===== src/hw/rtl/bcta_pkg.sv =====
`default_nettype none

package bcta_pkg;

   localparam int BCTA_BLOCKS_DEF   = 1024;
   localparam int BCTA_RESERVED_DEF = 1;

   // Marker offsets above the block count
   localparam int MARK_FREE  = 0;
   localparam int MARK_END   = 1;
   localparam int MARK_RESV  = 2;
   localparam int MARK_INVAL = 3;
   localparam int MARK_DIR   = 4;
   localparam int MARK_NONE  = 5;

   // Operation kinds
   localparam logic [2:0] KIND_INIT        = 3'd0;
   localparam logic [2:0] KIND_ALLOC_FIRST = 3'd1;
   localparam logic [2:0] KIND_ALLOC_NEAR  = 3'd2;
   localparam logic [2:0] KIND_FREE        = 3'd3;
   localparam logic [2:0] KIND_LINK        = 3'd4;
   localparam logic [2:0] KIND_GET_NEXT    = 3'd5;

   // Status codes
   localparam logic [2:0] ST_OK      = 3'd0;
   localparam logic [2:0] ST_NOFREE  = 3'd1;
   localparam logic [2:0] ST_RANGE   = 3'd2;
   localparam logic [2:0] ST_CORRUPT = 3'd3;
   localparam logic [2:0] ST_DIR     = 3'd4;
   localparam logic [2:0] ST_RESV    = 3'd5;
   localparam logic [2:0] ST_ALREADY = 3'd6;

   typedef struct packed {
      logic start;
      logic up_only;
      logic advance;
   } bcta_scan_ctl_type;

endpackage

`default_nettype wire


===== src/hw/rtl/bcta_scan.sv =====
`default_nettype none

module bcta_scan #(
   parameter int BLOCKS = bcta_pkg::BCTA_BLOCKS_DEF,
   localparam int IW = $clog2(BLOCKS),
   localparam int CW = IW + 2
) (
   input  wire logic                        clock,
   input  wire bcta_pkg::bcta_scan_ctl_type scan_ctl,
   input  wire logic [CW-1:0]               scan_hint,
   output logic                             scan_emit,
   output logic [IW-1:0]                    scan_addr
);

   import bcta_pkg::*;

   localparam logic [CW-1:0] LIMIT = CW'(BLOCKS);

   // side_ff low: lower neighbor at this offset comes next
   logic [CW-1:0] off_ff, off_in;
   logic          side_ff, side_in;
   logic [CW-1:0] hint_ff;
   logic          up_ff;

   logic [CW-1:0] off1;
   logic          low_ok, low_ok1, high_ok;

   always_comb begin
      off1    = off_ff + CW'(1);
      low_ok  = !up_ff && (off_ff <= hint_ff);
      low_ok1 = !up_ff && (off1 <= hint_ff);
      high_ok = (hint_ff + off_ff) < LIMIT;
      scan_emit = 1'b0;
      scan_addr = IW'(hint_ff);
      off_in    = off_ff;
      side_in   = side_ff;
      if (!side_ff) begin
         if (low_ok) begin
            scan_emit = 1'b1;
            scan_addr = IW'(hint_ff - off_ff);
            side_in   = 1'b1;
         end else if (high_ok) begin
            scan_emit = 1'b1;
            scan_addr = IW'(hint_ff + off_ff);
            off_in    = off1;
         end
      end else begin
         if (high_ok) begin
            scan_emit = 1'b1;
            scan_addr = IW'(hint_ff + off_ff);
            off_in    = off1;
            side_in   = 1'b0;
         end else if (low_ok1) begin
            // upper side exhausted: walk down only
            scan_emit = 1'b1;
            scan_addr = IW'(hint_ff - off1);
            off_in    = off1;
         end
      end
   end

   always_ff @(posedge clock) begin
      if (scan_ctl.start) begin
         off_ff  <= '0;
         side_ff <= 1'b1;
         hint_ff <= scan_hint;
         up_ff   <= scan_ctl.up_only;
      end else if (scan_ctl.advance) begin
         off_ff  <= off_in;
         side_ff <= side_in;
      end
   end

endmodule

`default_nettype wire


===== config.mk =====
export PLATFORM = sky130hd
export DESIGN_NAME = bcta_scan
export DESIGN_NICKNAME = d
export VERILOG_FILES = /design/src/hw/rtl/bcta_pkg.sv /design/src/hw/rtl/bcta_scan.sv
export SDC_FILE = /design/constraint.sdc
export NUM_CORES = 1
export LEC_CHECK = 0
export ABC_AREA = 1
export BUFFER_PORTS_ARGS = -buffer_cell sky130_fd_sc_hd__buf_2
export CORE_MARGIN = 3
export CORE_UTILIZATION = 35
export CTS_BUF_LIST = sky130_fd_sc_hd__clkbuf_16
export DETAILED_ROUTE_END_ITERATION = 10
export PLACE_DENSITY = 0.6
export SLEW_MARGIN = 20
export SYNTH_ARGS = -nofsm -noshare
export SYNTH_HDL_FRONTEND = slang
export SYNTH_SLANG_ARGS = --single-unit

===== constraint.sdc =====
create_clock -name clock -period 3.7 [get_ports clock]
set_input_delay 0.37 -clock clock [delete_from_list [all_inputs] [get_ports clock]]
set_output_delay 0.37 -clock clock [all_outputs]
set_load 0.03 [all_outputs]

==> metrics.md <==
| Metric | Value |
|---|---|
| Worst-Skew Late Latency | between 0.2 and 0.3 ns |
| H-Tree Depth | 1 |
| CTS clk-pin slew, worst paths | 0.07 ns |
| CP top delay family | simple AND/OR/NAND/NOR gates |
| Top cell type's share of synthesized area | roughly a fifth |
| Hpwl dp | about 9500 um |
| Die Ht | around 110 um |
| Setup crit end kind | output port |
| Final Hold Fails | 0 |
| Clock Skew | around 0.0023 ns |
| Largest family of logic cells by synthesized area | simple AND/OR/NAND/NOR gates |
| Asr flop ratio synth | 0% |
| Die width | around 110 um |
| Synth area leader | nand2_1 |
| Area contributors post-synth | nand2_1, ha_1, edfxtp_1, inv_1, nand3_1 |
| Synthesized instance count | between 600 and 700 |
| Internal power | 1360 uW |
| Avg Vias per Cell | about 5.0 |
| Top Ports | 27 |
| Comb pwr share | 74.6% |
| Largest net degree at the start of global routing | 25 |
| Layout cell share with drive strength beyond 1 | between 10% and 20% |
| Simple-Gate Fraction of Synth Area | 39.9% |
| CTS buffer count | 3 |
| GPL Wtd Cong | 0.948 |
| Fin crit share | around 96% |
| Post-synth top cells | nand2_1, inv_1, nand3_1, ha_1, nor2_1 |
| Mean area per synthesized cell | approximately 6.4 sq um |
| Switching share of total power | a little over half |
| Synth Area in Compound Gates | between 7 and 8% |
| Crit Path Max Fanout | 6 |
| Vias in the first global route | between 3000 and 4000 |
| Worst Hold Class | input pin to flip-flop |
| Min cycle time layout | around 3.6 ns |
| Yosys cell types | 35 |
| Routed wire per std cell | 14.7 um |
| CP required | 3.33 ns |
| Initial DRC count | between 200 and 300 |
| Initial antenna violation count | 0 |
| DIE AREA | around 13000 sq um |
| CTS root buf | clkbuf_16 |
| Gr usage total | 18.2% |
| Switching pwr | ~1600 uW |
| Rel. slew slack | a little over three fifths |
| Post-synth EDFFs | 13 |
| Pwr/cell area | approximately 650 nW/um^2 |
| Post-synth top flop | edfxtp_1 |
| Slowest CP cell | dfxtp_4 |
| RSZ-0062 raised after global routing | true |
| Hold WS | approximately 0.27 ns |
| Synth Area in XOR/XNOR | ~4.5% |
| Crit-path cells | inv_1 > nor3_2 > buf_4 > nand2_2 > nor2_2 > nand3_1 > xor2_1 > inv_1 > ha_4 > nand4_1 > nor2_2 > nand4_1 > nand2_2 > buf_6 > nand3_1 > nand2_1 > nand3_1 > nand2_1 > inv_1 > nand2_1 > buf_6 |
| Routed WL | between 10000 and 15000 um |
| Clock power share | between 10% and 20% |
| Core Region | ~11000 sq um |
| Crit-path max cell delay | roughly 0.39 ns |
| CTS tree | yes |
| LEAKAGE | 0.00247 uW |
| Fin area | roughly 4600 sq um |
| Maximum clock rate | 0.281 GHz |
| Setup violators final | 0 |
| Post-Synth Adder-Cell Area | between 15 and 20% |
| Critical path class | flip-flop to output port |
| First-pass GRT wire length | around 19000 um |
| DRC errors left | 0 |
| Synthesized cell area | about 4100 sq um |
| Sequential area share after synthesis | between 10% and 20% |
| CP arrival | approximately 3.2 ns |
| Max cap viols | 0 |
| Nets | about 730 |
| Buffers on Ports | 26 |
| Area after detailed placement | roughly 4200 sq um |
| CP bufs+invs | 6 |
| Worst slew pin tran | 0.550 ns |
| Share of power burned in registers | 14.6% |
| Clk sink count | 26 |
| First-pass DRT Iterations | 6 |
| Initial Utilization | around 37% |
| Area growth syn-to-layout | 13.0% |
| N_diodes | 0 |
| Max Slew Vio Count | 0 |
| Via count | around 4000 |
| Cell with the most instances after synthesis | nand2_1 |
| Peak VDD IR | around 0.44 mV |
| Synth Net Count | a little over 700 |
| GR Overflow Total | 0 |
| CTS Buffer Depth | 2 |
| Yosys reg bits | 26 |
| Site Rows | 38 |
| Outcome | finished clean |
| Worst setup SP type | flip-flop |
| Antenna viol nets, final | 0 |
| Mux cell area share after synthesis | 0% |
| Synth warnings | 0 |
## state kept, by name, indices dropped and copies added, names as in the netlist
register / count
up_ff: 1
hint_ff: 12
off_ff: 12
side_ff: 1
## placed cells by master, fill, tap and decap left out, types with 9 or more instances in the layout
cell	n
buf_6	9
inv_1	88
nand2_1	194
xor2_1	20
dfxtp_1	10
nand3_2	13
nand4_1	15
inv_2	16
buf_2	16
a21oi_1	29
nor2_2	11
nand3_1	58
buf_4	15
nand2_2	12
ha_1	50
edfxtp_1	13
nor2_1	37
## kinds of logic (layout without fill, tap and decap cells)
group | Yosys count | in the layout
AND/OR/NAND/NOR | 355 | 356
adder cells (fa/ha/maj) | 56 | 56
flip-flops | 26 | 26
XOR/XNOR | 21 | 21
AO/OA/AOI/OAI | 51 | 51
buffers and inverters | 126 | 150
## power groups by stage
| stage | clock (uW) | sequential [uW] | combinational, uW |
|---|---|---|---|
| 2_1_floorplan | 0 | 414 | 1620 |
| 3_3_place_gp | 0 | 429 | 2010 |
| 3_5_place_dp | 0 | 432 | 2020 |
| 4_1_cts | 333 | 428 | 2050 |
| 5_1_grt | 344 | 443 | 2460 |
| 6_report | 321 | 435 | 2220 |
## path summary, 6_finish.rpt
kind / slack, ns / startpoint / to / cells after the start
hold / removal: 0.27 / scan_hint[0] / hint_ff[0]$_DFFE_PP_ / 1
hold reg to reg: 0.56 / off_ff[0]$_SDFFE_PP0P_ / off_ff[0]$_SDFFE_PP0P_ / 2
setup reg to reg: 0.55 / off_ff[2]$_SDFFE_PP0P_ / off_ff[5]$_SDFFE_PP0P_ / 19
setup / recovery: 0.15 / off_ff[2]$_SDFFE_PP0P_ / scan_addr[4] / 21
## metrics by stage
step | power [uW] | worst slack, ns | TNS [ns] | cells | util [%]
6_report | 2970 | 0.146 | 0 | 800 | 41.3
5_1_grt | 3250 | -0.105 | -0.645 | 800 | 41.3
4_1_cts | 2820 | 0.00221 | 0 | 793 | 39.5
3_5_place_dp | 2450 | 0.0639 | 0 | 788 | 38.2
3_3_place_gp | 2440 | 0.182 | 0 | 788 | 38.2
2_1_floorplan | 2040 | 0.257 | 0 | 635 | -
## metal layers
layer / track usage (%) / wire (um) / up-vias
met5: 0 / 0 / -
met4: 4.41 / 207 / 0
met3: 1.27 / 504 / 15
met2: 30.3 / 5410 / 96
met1: 25.7 / 5600 / 1853
li1: - / - / 2050
## area by class of cell
type	instances	area, sq um
clock buffers	3	75.1
clock inverters	1	30.0
fillers	1179	6500
inverters	105	397
multi-input cells	484	2940
flip-flops and latches	26	662
well taps	140	175
repair buffers	41	302
## timing repair
action | CTS | global route
buffers inserted | 1 | 6
endpoints found under the setup margin | 11 | 12
gates resized for setup | 11 | 47
hold buffers | 0 | 0
pin swaps | 1 | 22
gates cloned | 0 | 1
Note: power is estimated with default switching activity, not from simulation.
