### src/hw/rtl/bcta_pkg.sv
`default_nettype none

package bcta_pkg;

   localparam int BCTA_BLOCKS_DEF   = 1024;
   localparam int BCTA_RESERVED_DEF = 1;

   // Marker offsets above the block count
   localparam int MARK_FREE  = 0;
   localparam int MARK_END   = 1;
   localparam int MARK_RESV  = 2;
   localparam int MARK_INVAL = 3;
   localparam int MARK_DIR   = 4;
   localparam int MARK_NONE  = 5;

   // Operation kinds
   localparam logic [2:0] KIND_INIT        = 3'd0;
   localparam logic [2:0] KIND_ALLOC_FIRST = 3'd1;
   localparam logic [2:0] KIND_ALLOC_NEAR  = 3'd2;
   localparam logic [2:0] KIND_FREE        = 3'd3;
   localparam logic [2:0] KIND_LINK        = 3'd4;
   localparam logic [2:0] KIND_GET_NEXT    = 3'd5;

   // Status codes
   localparam logic [2:0] ST_OK      = 3'd0;
   localparam logic [2:0] ST_NOFREE  = 3'd1;
   localparam logic [2:0] ST_RANGE   = 3'd2;
   localparam logic [2:0] ST_CORRUPT = 3'd3;
   localparam logic [2:0] ST_DIR     = 3'd4;
   localparam logic [2:0] ST_RESV    = 3'd5;
   localparam logic [2:0] ST_ALREADY = 3'd6;

   typedef struct packed {
      logic start;
      logic up_only;
      logic advance;
   } bcta_scan_ctl_type;

endpackage

`default_nettype wire

### src/hw/rtl/bcta_ctrl.sv
`default_nettype none

module bcta_ctrl #(
   parameter int BLOCKS   = bcta_pkg::BCTA_BLOCKS_DEF,
   parameter int RESERVED = bcta_pkg::BCTA_RESERVED_DEF,
   localparam int IW = $clog2(BLOCKS),
   localparam int CW = IW + 2,
   localparam int EW = $clog2(BLOCKS + 6)
) (
   input  wire logic                        clock,
   input  wire logic                        reset,
   input  wire logic                        req_tvalid,
   output logic                             req_tready,
   input  wire logic [23:0]                 req_tdata,
   input  wire logic [2:0]                  req_tuser,
   output logic                             rsp_tvalid,
   input  wire logic                        rsp_tready,
   output logic [15:0]                      rsp_tdata,
   output logic                             rsp_tuser,
   output logic                             ram_we,
   output logic [IW-1:0]                    ram_waddr,
   output logic [EW-1:0]                    ram_wdata,
   output logic [IW-1:0]                    ram_raddr,
   input  wire logic [EW-1:0]               ram_rdata,
   output bcta_pkg::bcta_scan_ctl_type      scan_ctl,
   output logic [CW-1:0]                    scan_hint,
   input  wire logic                        scan_emit,
   input  wire logic [IW-1:0]               scan_addr
);

   import bcta_pkg::*;

   localparam logic [EW-1:0] M_FREE  = EW'(BLOCKS + MARK_FREE);
   localparam logic [EW-1:0] M_END   = EW'(BLOCKS + MARK_END);
   localparam logic [EW-1:0] M_RESV  = EW'(BLOCKS + MARK_RESV);
   localparam logic [EW-1:0] M_INVAL = EW'(BLOCKS + MARK_INVAL);
   localparam logic [EW-1:0] M_DIR   = EW'(BLOCKS + MARK_DIR);
   localparam logic [10:0]   NONE_OUT = 11'(BLOCKS + MARK_NONE);
   localparam logic [IW-1:0] LAST_IDX = IW'(BLOCKS - 1);

   localparam logic [2:0] S_CLEAR = 3'd0;
   localparam logic [2:0] S_IDLE  = 3'd1;
   localparam logic [2:0] S_START = 3'd2;
   localparam logic [2:0] S_RD_A  = 3'd3;
   localparam logic [2:0] S_RD_B  = 3'd4;
   localparam logic [2:0] S_LINK2 = 3'd5;
   localparam logic [2:0] S_SCAN  = 3'd6;
   localparam logic [2:0] S_DONE  = 3'd7;

   logic [2:0]    state_ff, state_in;
   logic [IW-1:0] clr_ptr_ff, clr_ptr_in;
   logic          clr_init_ff, clr_init_in;
   logic          pend_ff, pend_in;
   logic          rsp_valid_ff, rsp_valid_in;

   logic [2:0]    kind_ff, kind_in;
   logic [10:0]   blk_ff, blk_in;
   logic [10:0]   oth_ff, oth_in;
   logic [IW-1:0] pend_addr_ff, pend_addr_in;
   logic [EW-1:0] ea_ff, ea_in;
   logic [2:0]    res_st_ff, res_st_in;
   logic [10:0]   res_blk_ff, res_blk_in;
   logic          res_end_ff, res_end_in;
   logic [2:0]    rsp_st_ff, rsp_st_in;
   logic [10:0]   rsp_blk_ff, rsp_blk_in;
   logic          rsp_end_ff, rsp_end_in;

   logic blk_rng, oth_rng, found;
   logic ea_bad, eb_bad;

   always_comb begin
      state_in     = state_ff;
      clr_ptr_in   = clr_ptr_ff;
      clr_init_in  = clr_init_ff;
      pend_in      = pend_ff;
      rsp_valid_in = rsp_valid_ff;
      kind_in      = kind_ff;
      blk_in       = blk_ff;
      oth_in       = oth_ff;
      pend_addr_in = pend_addr_ff;
      ea_in        = ea_ff;
      res_st_in    = res_st_ff;
      res_blk_in   = res_blk_ff;
      res_end_in   = res_end_ff;
      rsp_st_in    = rsp_st_ff;
      rsp_blk_in   = rsp_blk_ff;
      rsp_end_in   = rsp_end_ff;

      ram_we    = 1'b0;
      ram_waddr = IW'(blk_ff);
      ram_wdata = M_FREE;
      ram_raddr = IW'(blk_ff);
      scan_ctl  = '0;
      scan_hint = CW'(blk_ff);

      blk_rng = 32'(blk_ff) >= 32'(BLOCKS);
      oth_rng = 32'(oth_ff) >= 32'(BLOCKS);
      found   = pend_ff && (ram_rdata == M_FREE);
      ea_bad  = (ea_ff == M_RESV) || (ea_ff == M_INVAL);
      eb_bad  = (ram_rdata == M_RESV) || (ram_rdata == M_INVAL);

      if (rsp_valid_ff && rsp_tready) begin
         rsp_valid_in = 1'b0;
      end

      case (state_ff)
         S_CLEAR: begin
            ram_we    = 1'b1;
            ram_waddr = clr_ptr_ff;
            ram_wdata = (32'(clr_ptr_ff) < 32'(RESERVED)) ? M_RESV : M_FREE;
            if (clr_ptr_ff == LAST_IDX) begin
               clr_ptr_in = '0;
               if (clr_init_ff) begin
                  res_st_in = ST_OK;
                  state_in  = S_DONE;
               end else begin
                  state_in = S_IDLE;
               end
            end else begin
               clr_ptr_in = clr_ptr_ff + IW'(1);
            end
         end
         S_IDLE: begin
            if (req_tvalid) begin
               kind_in  = req_tuser;
               blk_in   = req_tdata[10:0];
               oth_in   = req_tdata[21:11];
               state_in = S_START;
            end
         end
         S_START: begin
            pend_in    = 1'b0;
            res_st_in  = ST_RANGE;
            res_blk_in = NONE_OUT;
            res_end_in = 1'b0;
            state_in   = S_DONE;
            case (kind_ff)
               KIND_INIT: begin
                  clr_init_in = 1'b1;
                  clr_ptr_in  = '0;
                  state_in    = S_CLEAR;
               end
               KIND_ALLOC_FIRST: begin
                  scan_ctl.start   = 1'b1;
                  scan_ctl.up_only = 1'b1;
                  scan_hint        = CW'(RESERVED);
                  state_in         = S_SCAN;
               end
               KIND_ALLOC_NEAR: begin
                  if (!blk_rng) begin
                     scan_ctl.start = 1'b1;
                     state_in       = S_SCAN;
                  end
               end
               KIND_FREE, KIND_GET_NEXT: begin
                  if (!blk_rng) begin
                     state_in = S_RD_A;
                  end
               end
               KIND_LINK: begin
                  if (!blk_rng && !oth_rng) begin
                     state_in = S_RD_A;
                  end
               end
               default: begin
                  state_in = S_DONE;
               end
            endcase
         end
         S_RD_A: begin
            state_in = S_DONE;
            case (kind_ff)
               KIND_FREE: begin
                  if (eb_bad) begin
                     res_st_in = ST_RESV;
                  end else if (ram_rdata == M_FREE) begin
                     res_st_in = ST_ALREADY;
                  end else begin
                     ram_we    = 1'b1;
                     ram_wdata = M_FREE;
                     res_st_in = ST_OK;
                  end
               end
               KIND_GET_NEXT: begin
                  res_blk_in = 11'(ram_rdata);
                  if (ram_rdata == M_END) begin
                     res_st_in  = ST_OK;
                     res_end_in = 1'b1;
                  end else if (ram_rdata == M_FREE || ram_rdata == M_INVAL) begin
                     res_st_in = ST_CORRUPT;
                  end else if (ram_rdata == M_DIR) begin
                     res_st_in = ST_DIR;
                  end else if (32'(ram_rdata) < 32'(BLOCKS)) begin
                     res_st_in = ST_OK;
                  end else begin
                     res_st_in = ST_CORRUPT;
                  end
               end
               default: begin
                  // link: hold the source entry, fetch the destination
                  ea_in     = ram_rdata;
                  ram_raddr = IW'(oth_ff);
                  state_in  = S_RD_B;
               end
            endcase
         end
         S_RD_B: begin
            state_in = S_DONE;
            if (ea_bad || eb_bad) begin
               res_st_in = ST_RESV;
            end else if (ea_ff == M_DIR || ram_rdata == M_DIR) begin
               res_st_in = ST_DIR;
            end else begin
               ram_we    = 1'b1;
               ram_wdata = EW'(oth_ff);
               res_st_in = ST_OK;
               if (ram_rdata == M_FREE && blk_ff != oth_ff) begin
                  state_in = S_LINK2;
               end
            end
         end
         S_LINK2: begin
            ram_we    = 1'b1;
            ram_waddr = IW'(oth_ff);
            ram_wdata = M_END;
            state_in  = S_DONE;
         end
         S_SCAN: begin
            if (found) begin
               ram_we     = 1'b1;
               ram_waddr  = pend_addr_ff;
               ram_wdata  = M_END;
               res_st_in  = ST_OK;
               res_blk_in = 11'(pend_addr_ff);
               state_in   = S_DONE;
            end else if (scan_emit) begin
               ram_raddr        = scan_addr;
               pend_in          = 1'b1;
               pend_addr_in     = scan_addr;
               scan_ctl.advance = 1'b1;
            end else begin
               res_st_in = ST_NOFREE;
               state_in  = S_DONE;
            end
         end
         S_DONE: begin
            if (!rsp_valid_ff || rsp_tready) begin
               rsp_valid_in = 1'b1;
               rsp_st_in    = res_st_ff;
               rsp_blk_in   = res_blk_ff;
               rsp_end_in   = res_end_ff;
               clr_init_in  = 1'b0;
               state_in     = S_IDLE;
            end
         end
         default: begin
            state_in = S_IDLE;
         end
      endcase
   end

   always_ff @(posedge clock) begin
      if (reset) begin
         state_ff     <= S_CLEAR;
         clr_ptr_ff   <= '0;
         clr_init_ff  <= 1'b0;
         pend_ff      <= 1'b0;
         rsp_valid_ff <= 1'b0;
      end else begin
         state_ff     <= state_in;
         clr_ptr_ff   <= clr_ptr_in;
         clr_init_ff  <= clr_init_in;
         pend_ff      <= pend_in;
         rsp_valid_ff <= rsp_valid_in;
      end
   end

   always_ff @(posedge clock) begin
      kind_ff      <= kind_in;
      blk_ff       <= blk_in;
      oth_ff       <= oth_in;
      pend_addr_ff <= pend_addr_in;
      ea_ff        <= ea_in;
      res_st_ff    <= res_st_in;
      res_blk_ff   <= res_blk_in;
      res_end_ff   <= res_end_in;
      rsp_st_ff    <= rsp_st_in;
      rsp_blk_ff   <= rsp_blk_in;
      rsp_end_ff   <= rsp_end_in;
   end

   assign req_tready = (state_ff == S_IDLE);
   assign rsp_tvalid = rsp_valid_ff;
   assign rsp_tdata  = {2'b00, rsp_blk_ff, rsp_st_ff};
   assign rsp_tuser  = rsp_end_ff;

endmodule

`default_nettype wire

### config.mk
export PLATFORM = sky130hd
export DESIGN_NAME = bcta_ctrl
export DESIGN_NICKNAME = d
export VERILOG_FILES = /design/src/hw/rtl/bcta_pkg.sv /design/src/hw/rtl/bcta_ctrl.sv
export SDC_FILE = /design/constraint.sdc
export NUM_CORES = 1
export LEC_CHECK = 0
export ABC_AREA = 1
export BUFFER_PORTS_ARGS = -buffer_cell sky130_fd_sc_hd__clkbuf_2
export CORE_ASPECT_RATIO = 0.75
export CORE_MARGIN = 2
export CORE_UTILIZATION = 44
export DETAILED_ROUTE_END_ITERATION = 6
export PLACE_DENSITY_LB_ADDON = 0.2
export SYNTH_ARGS = -nofsm -noshare
export SYNTH_HDL_FRONTEND = slang
export SYNTH_SLANG_ARGS = --single-unit
### constraint.sdc
create_clock -name clock -period 3.07 [get_ports clock]
set_input_delay 0.614 -clock clock [delete_from_list [all_inputs] [get_ports clock]]
set_output_delay 0.614 -clock clock [all_outputs]
set_load 0.02 [all_outputs]
==> flow_summary.toml <==
[outcome]
status = "finished clean"

[hold_path]
min_path_cells = 0
holdPathEnd = "rsp_tuser$_DFFE_PP_"
hold_path_class = "flop to flop"
min_from = "res_end_ff$_DFFE_PP_"

[placed_design]
numPortBuffers = 113
gp_congestion = 0.890
dp_cells = 749
dpl-instance-area_mm2 = 0.00532
dp_hpwl_um = 9590
dpl_worst_slack_ns = 0.254

[setup_path]
reg2regPathDepth = 7
reg2reg_slack_ns = 1.02
critPathRequiredTime_ns = 2.46
crit_type = "input pin to output port"
startpoint_type = "input pin"
cp.arrival_ns = 2.22
reg2reg_from = "clr_ptr_ff[1]$_SDFFE_PP0P_"
crit_path_end_kind = "output port"
reg2reg_to = "res_st_ff[1]$_DFFE_PP_"
crit_fanout = 6

[power]
p_leak_nw = 2.42
power_mw = 4.48
vdd_drop_max_uv = 440
power_density_mw_per_mm2 = 798

[floorplan]
rows = 32
io_pins = 119
die_width_um = 122
die_h_um = 92.3
core_area_mm2 = 0.0102
initial_core_util_pct = 44.8
dieArea_mm2 = 0.0112

[logic_synthesis]
yosys.cell_count.top_type = "nand2_1"
synth-async-reset-ratio_pct = 0
ys_seq_area_share_pct = 56.9
synthDistinctLibCells = 42
synthCells = 499
synth_common_cells = "nand2_1, edfxtp_1, inv_1"
synth_area_mm2 = 0.00457
post-synth-top-area-cell = "edfxtp_1"
synth_warnings = 0
synth.avg_cell_area_um2 = 9.16
synth_seq_cells = 92
ys.flop_type = "edfxtp_1"
yosysTopAreaCellShare_pct = 49.9
ys_top_cells_by_area = "edfxtp_1, nand2_1, dfxtp_1"
synth_edf_count = 76

[clocking]
htree_levels = 3
clk_pin_slew_ns = 0.06
cts_buffer_depth = 2
tritoncts = "yes"
ctsResizeCount = 0
cts_setup_buffers = 0
cts_buffers = 9
clock_latency_ns = 0.35
cts_root_buf = "clkbuf_16"
holdBufCountCts = 0
clock_sinks = 92

[drt]
via_count = 3981
ant_nets = 0
drc_errors = 0
drt-initial-drc-count = 341
vias_per_cell = 5.20
drt-total-wl_um = 12400
dr.pass1.iters = 6
wl_per_cell_um = 16.2

[timing]
hold_viol = 0
tns_ns = 0
period_share_pct = 92.2
setup_viol = 0
period_needed_ns = 2.83
slew_violations = 0
fin_skew_ns = 0.00817
grt_setup_unrepaired = "false"
fin_ws_ns = 0.239
fmax_mhz = 353

[layout]
nets = 679
stdcell_area_mm2 = 0.00561
final_cells = 765
antenna_cells = 0
drive_gt1_share_pct = 25.4
syn_to_final_growth_pct = 22.8

[grt]
antenna_found_initial = 0
grt_remaining_overflow = 0
track_usage_pct = 23.1
grt_first_pass_wirelength_um = 19400
grt_start_max_net_pins = 26
grt_pass1_vias = 3729

[run]
cap_viol_max_count = 0
## layer usage
layer  vias up  track usage, %  routed length, um
met5         -               0                  0
met4         0            4.60                152
met3        15            6.90               1080
met2       215            35.4               5500
met1      1813            32.6               5650
li1       1938               -                  -
## registers in the layout, indices dropped and copies added, names as in the netlist
register      flops
blk_ff           11
clr_init_ff       1
clr_ptr_ff       10
ea_ff            11
kind_ff           3
oth_ff           11
pend_addr_ff     10
pend_ff           1
res_blk_ff       11
res_end_ff        1
res_st_ff         3
rsp_blk_ff       11
rsp_st_ff         3
rsp_tuser         1
rsp_tvalid        1
state_ff          3
## final cells by class
type / instances / area, um2
multi-input cells: 322 / 1630
fillers: 959 / 4600
inverters: 79 / 302
flip-flops and latches: 92 / 2600
clock inverters: 7 / 70.1
well taps: 136 / 170
repair buffers: 120 / 618
clock buffers: 9 / 225
## cell usage in the layout, fill, tap and decap left out, types with 2 or more instances in the layout
| master | instances |
|---|---|
| conb_1 | 3 |
| nor2_1 | 53 |
| nor3_1 | 14 |
| inv_8 | 4 |
| o211ai_1 | 4 |
| ha_1 | 2 |
| nand2_1 | 108 |
| o21ai_0 | 29 |
| clkbuf_16 | 9 |
| nor4_1 | 4 |
| nand3_4 | 2 |
| inv_1 | 70 |
| dfxtp_1 | 16 |
| edfxtp_1 | 76 |
| o22ai_1 | 5 |
| inv_6 | 2 |
| xnor2_1 | 5 |
| o21ai_1 | 4 |
| nand3_1 | 26 |
| o21bai_1 | 10 |
| nand4_1 | 9 |
| a21oi_1 | 16 |
| nor2_4 | 2 |
| nand2_2 | 5 |
| xor2_1 | 2 |
| inv_2 | 7 |
| o221ai_1 | 5 |
| inv_4 | 2 |
| clkbuf_2 | 113 |
| nor2_2 | 2 |
| buf_4 | 7 |
## per-stage QoR
step,utilization (%),hold slack (ns)
final,55.0,0.423
after global routing,55.0,0.422
after CTS,55.0,0.425
after detailed placement,52.1,0.407
after global placement,52.1,0.402
after floorplan,-,0.400
## worst max path at each step
stage          cells after the start      endpoint                     start  slack (ns)
4_1_cts                           10  ram_raddr[4]  state_ff[1]$_SDFFE_PP0P_        0.13
6_report                          11  ram_wdata[3]              ram_rdata[7]        0.24
2_1_floorplan                      6  ram_raddr[0]      kind_ff[0]$_DFFE_PP_        0.57
3_3_place_gp                      11  ram_raddr[0]              ram_rdata[2]        0.28
3_5_place_dp                      11  ram_raddr[4]              ram_rdata[2]        0.25
5_1_grt                           10  ram_wdata[4]        ea_ff[7]$_DFFE_PP_        0.06
## report_power, final
group / internal, mW / switching (mW)
Combinational: 0.489 / 1.23
Clock: 0.578 / 0.530
Sequential: 1.56 / 0.0968
Total: 2.62 / 1.86
## critical path, stage by stage
cell      delay, ns
clkbuf_2       0.09
inv_1          0.05
nand3_1        0.13
nor2_4         0.07
nand2_1        0.12
o21ai_1        0.11
nor2_1         0.19
nand2_1        0.26
buf_4          0.25
nor2_1         0.13
clkbuf_2       0.19
## kinds of logic after synthesis
kind of cell / share of synthesized area, %
AND/OR/NAND/NOR: 22.5
flip-flops: 56.9
buffers and inverters: 7.72
AO/OA/AOI/OAI: 10.8
XOR/XNOR: 1.34
adder cells (fa/ha/maj): 0.547
other: 0.0820
Power figures use the tool's default switching activity.
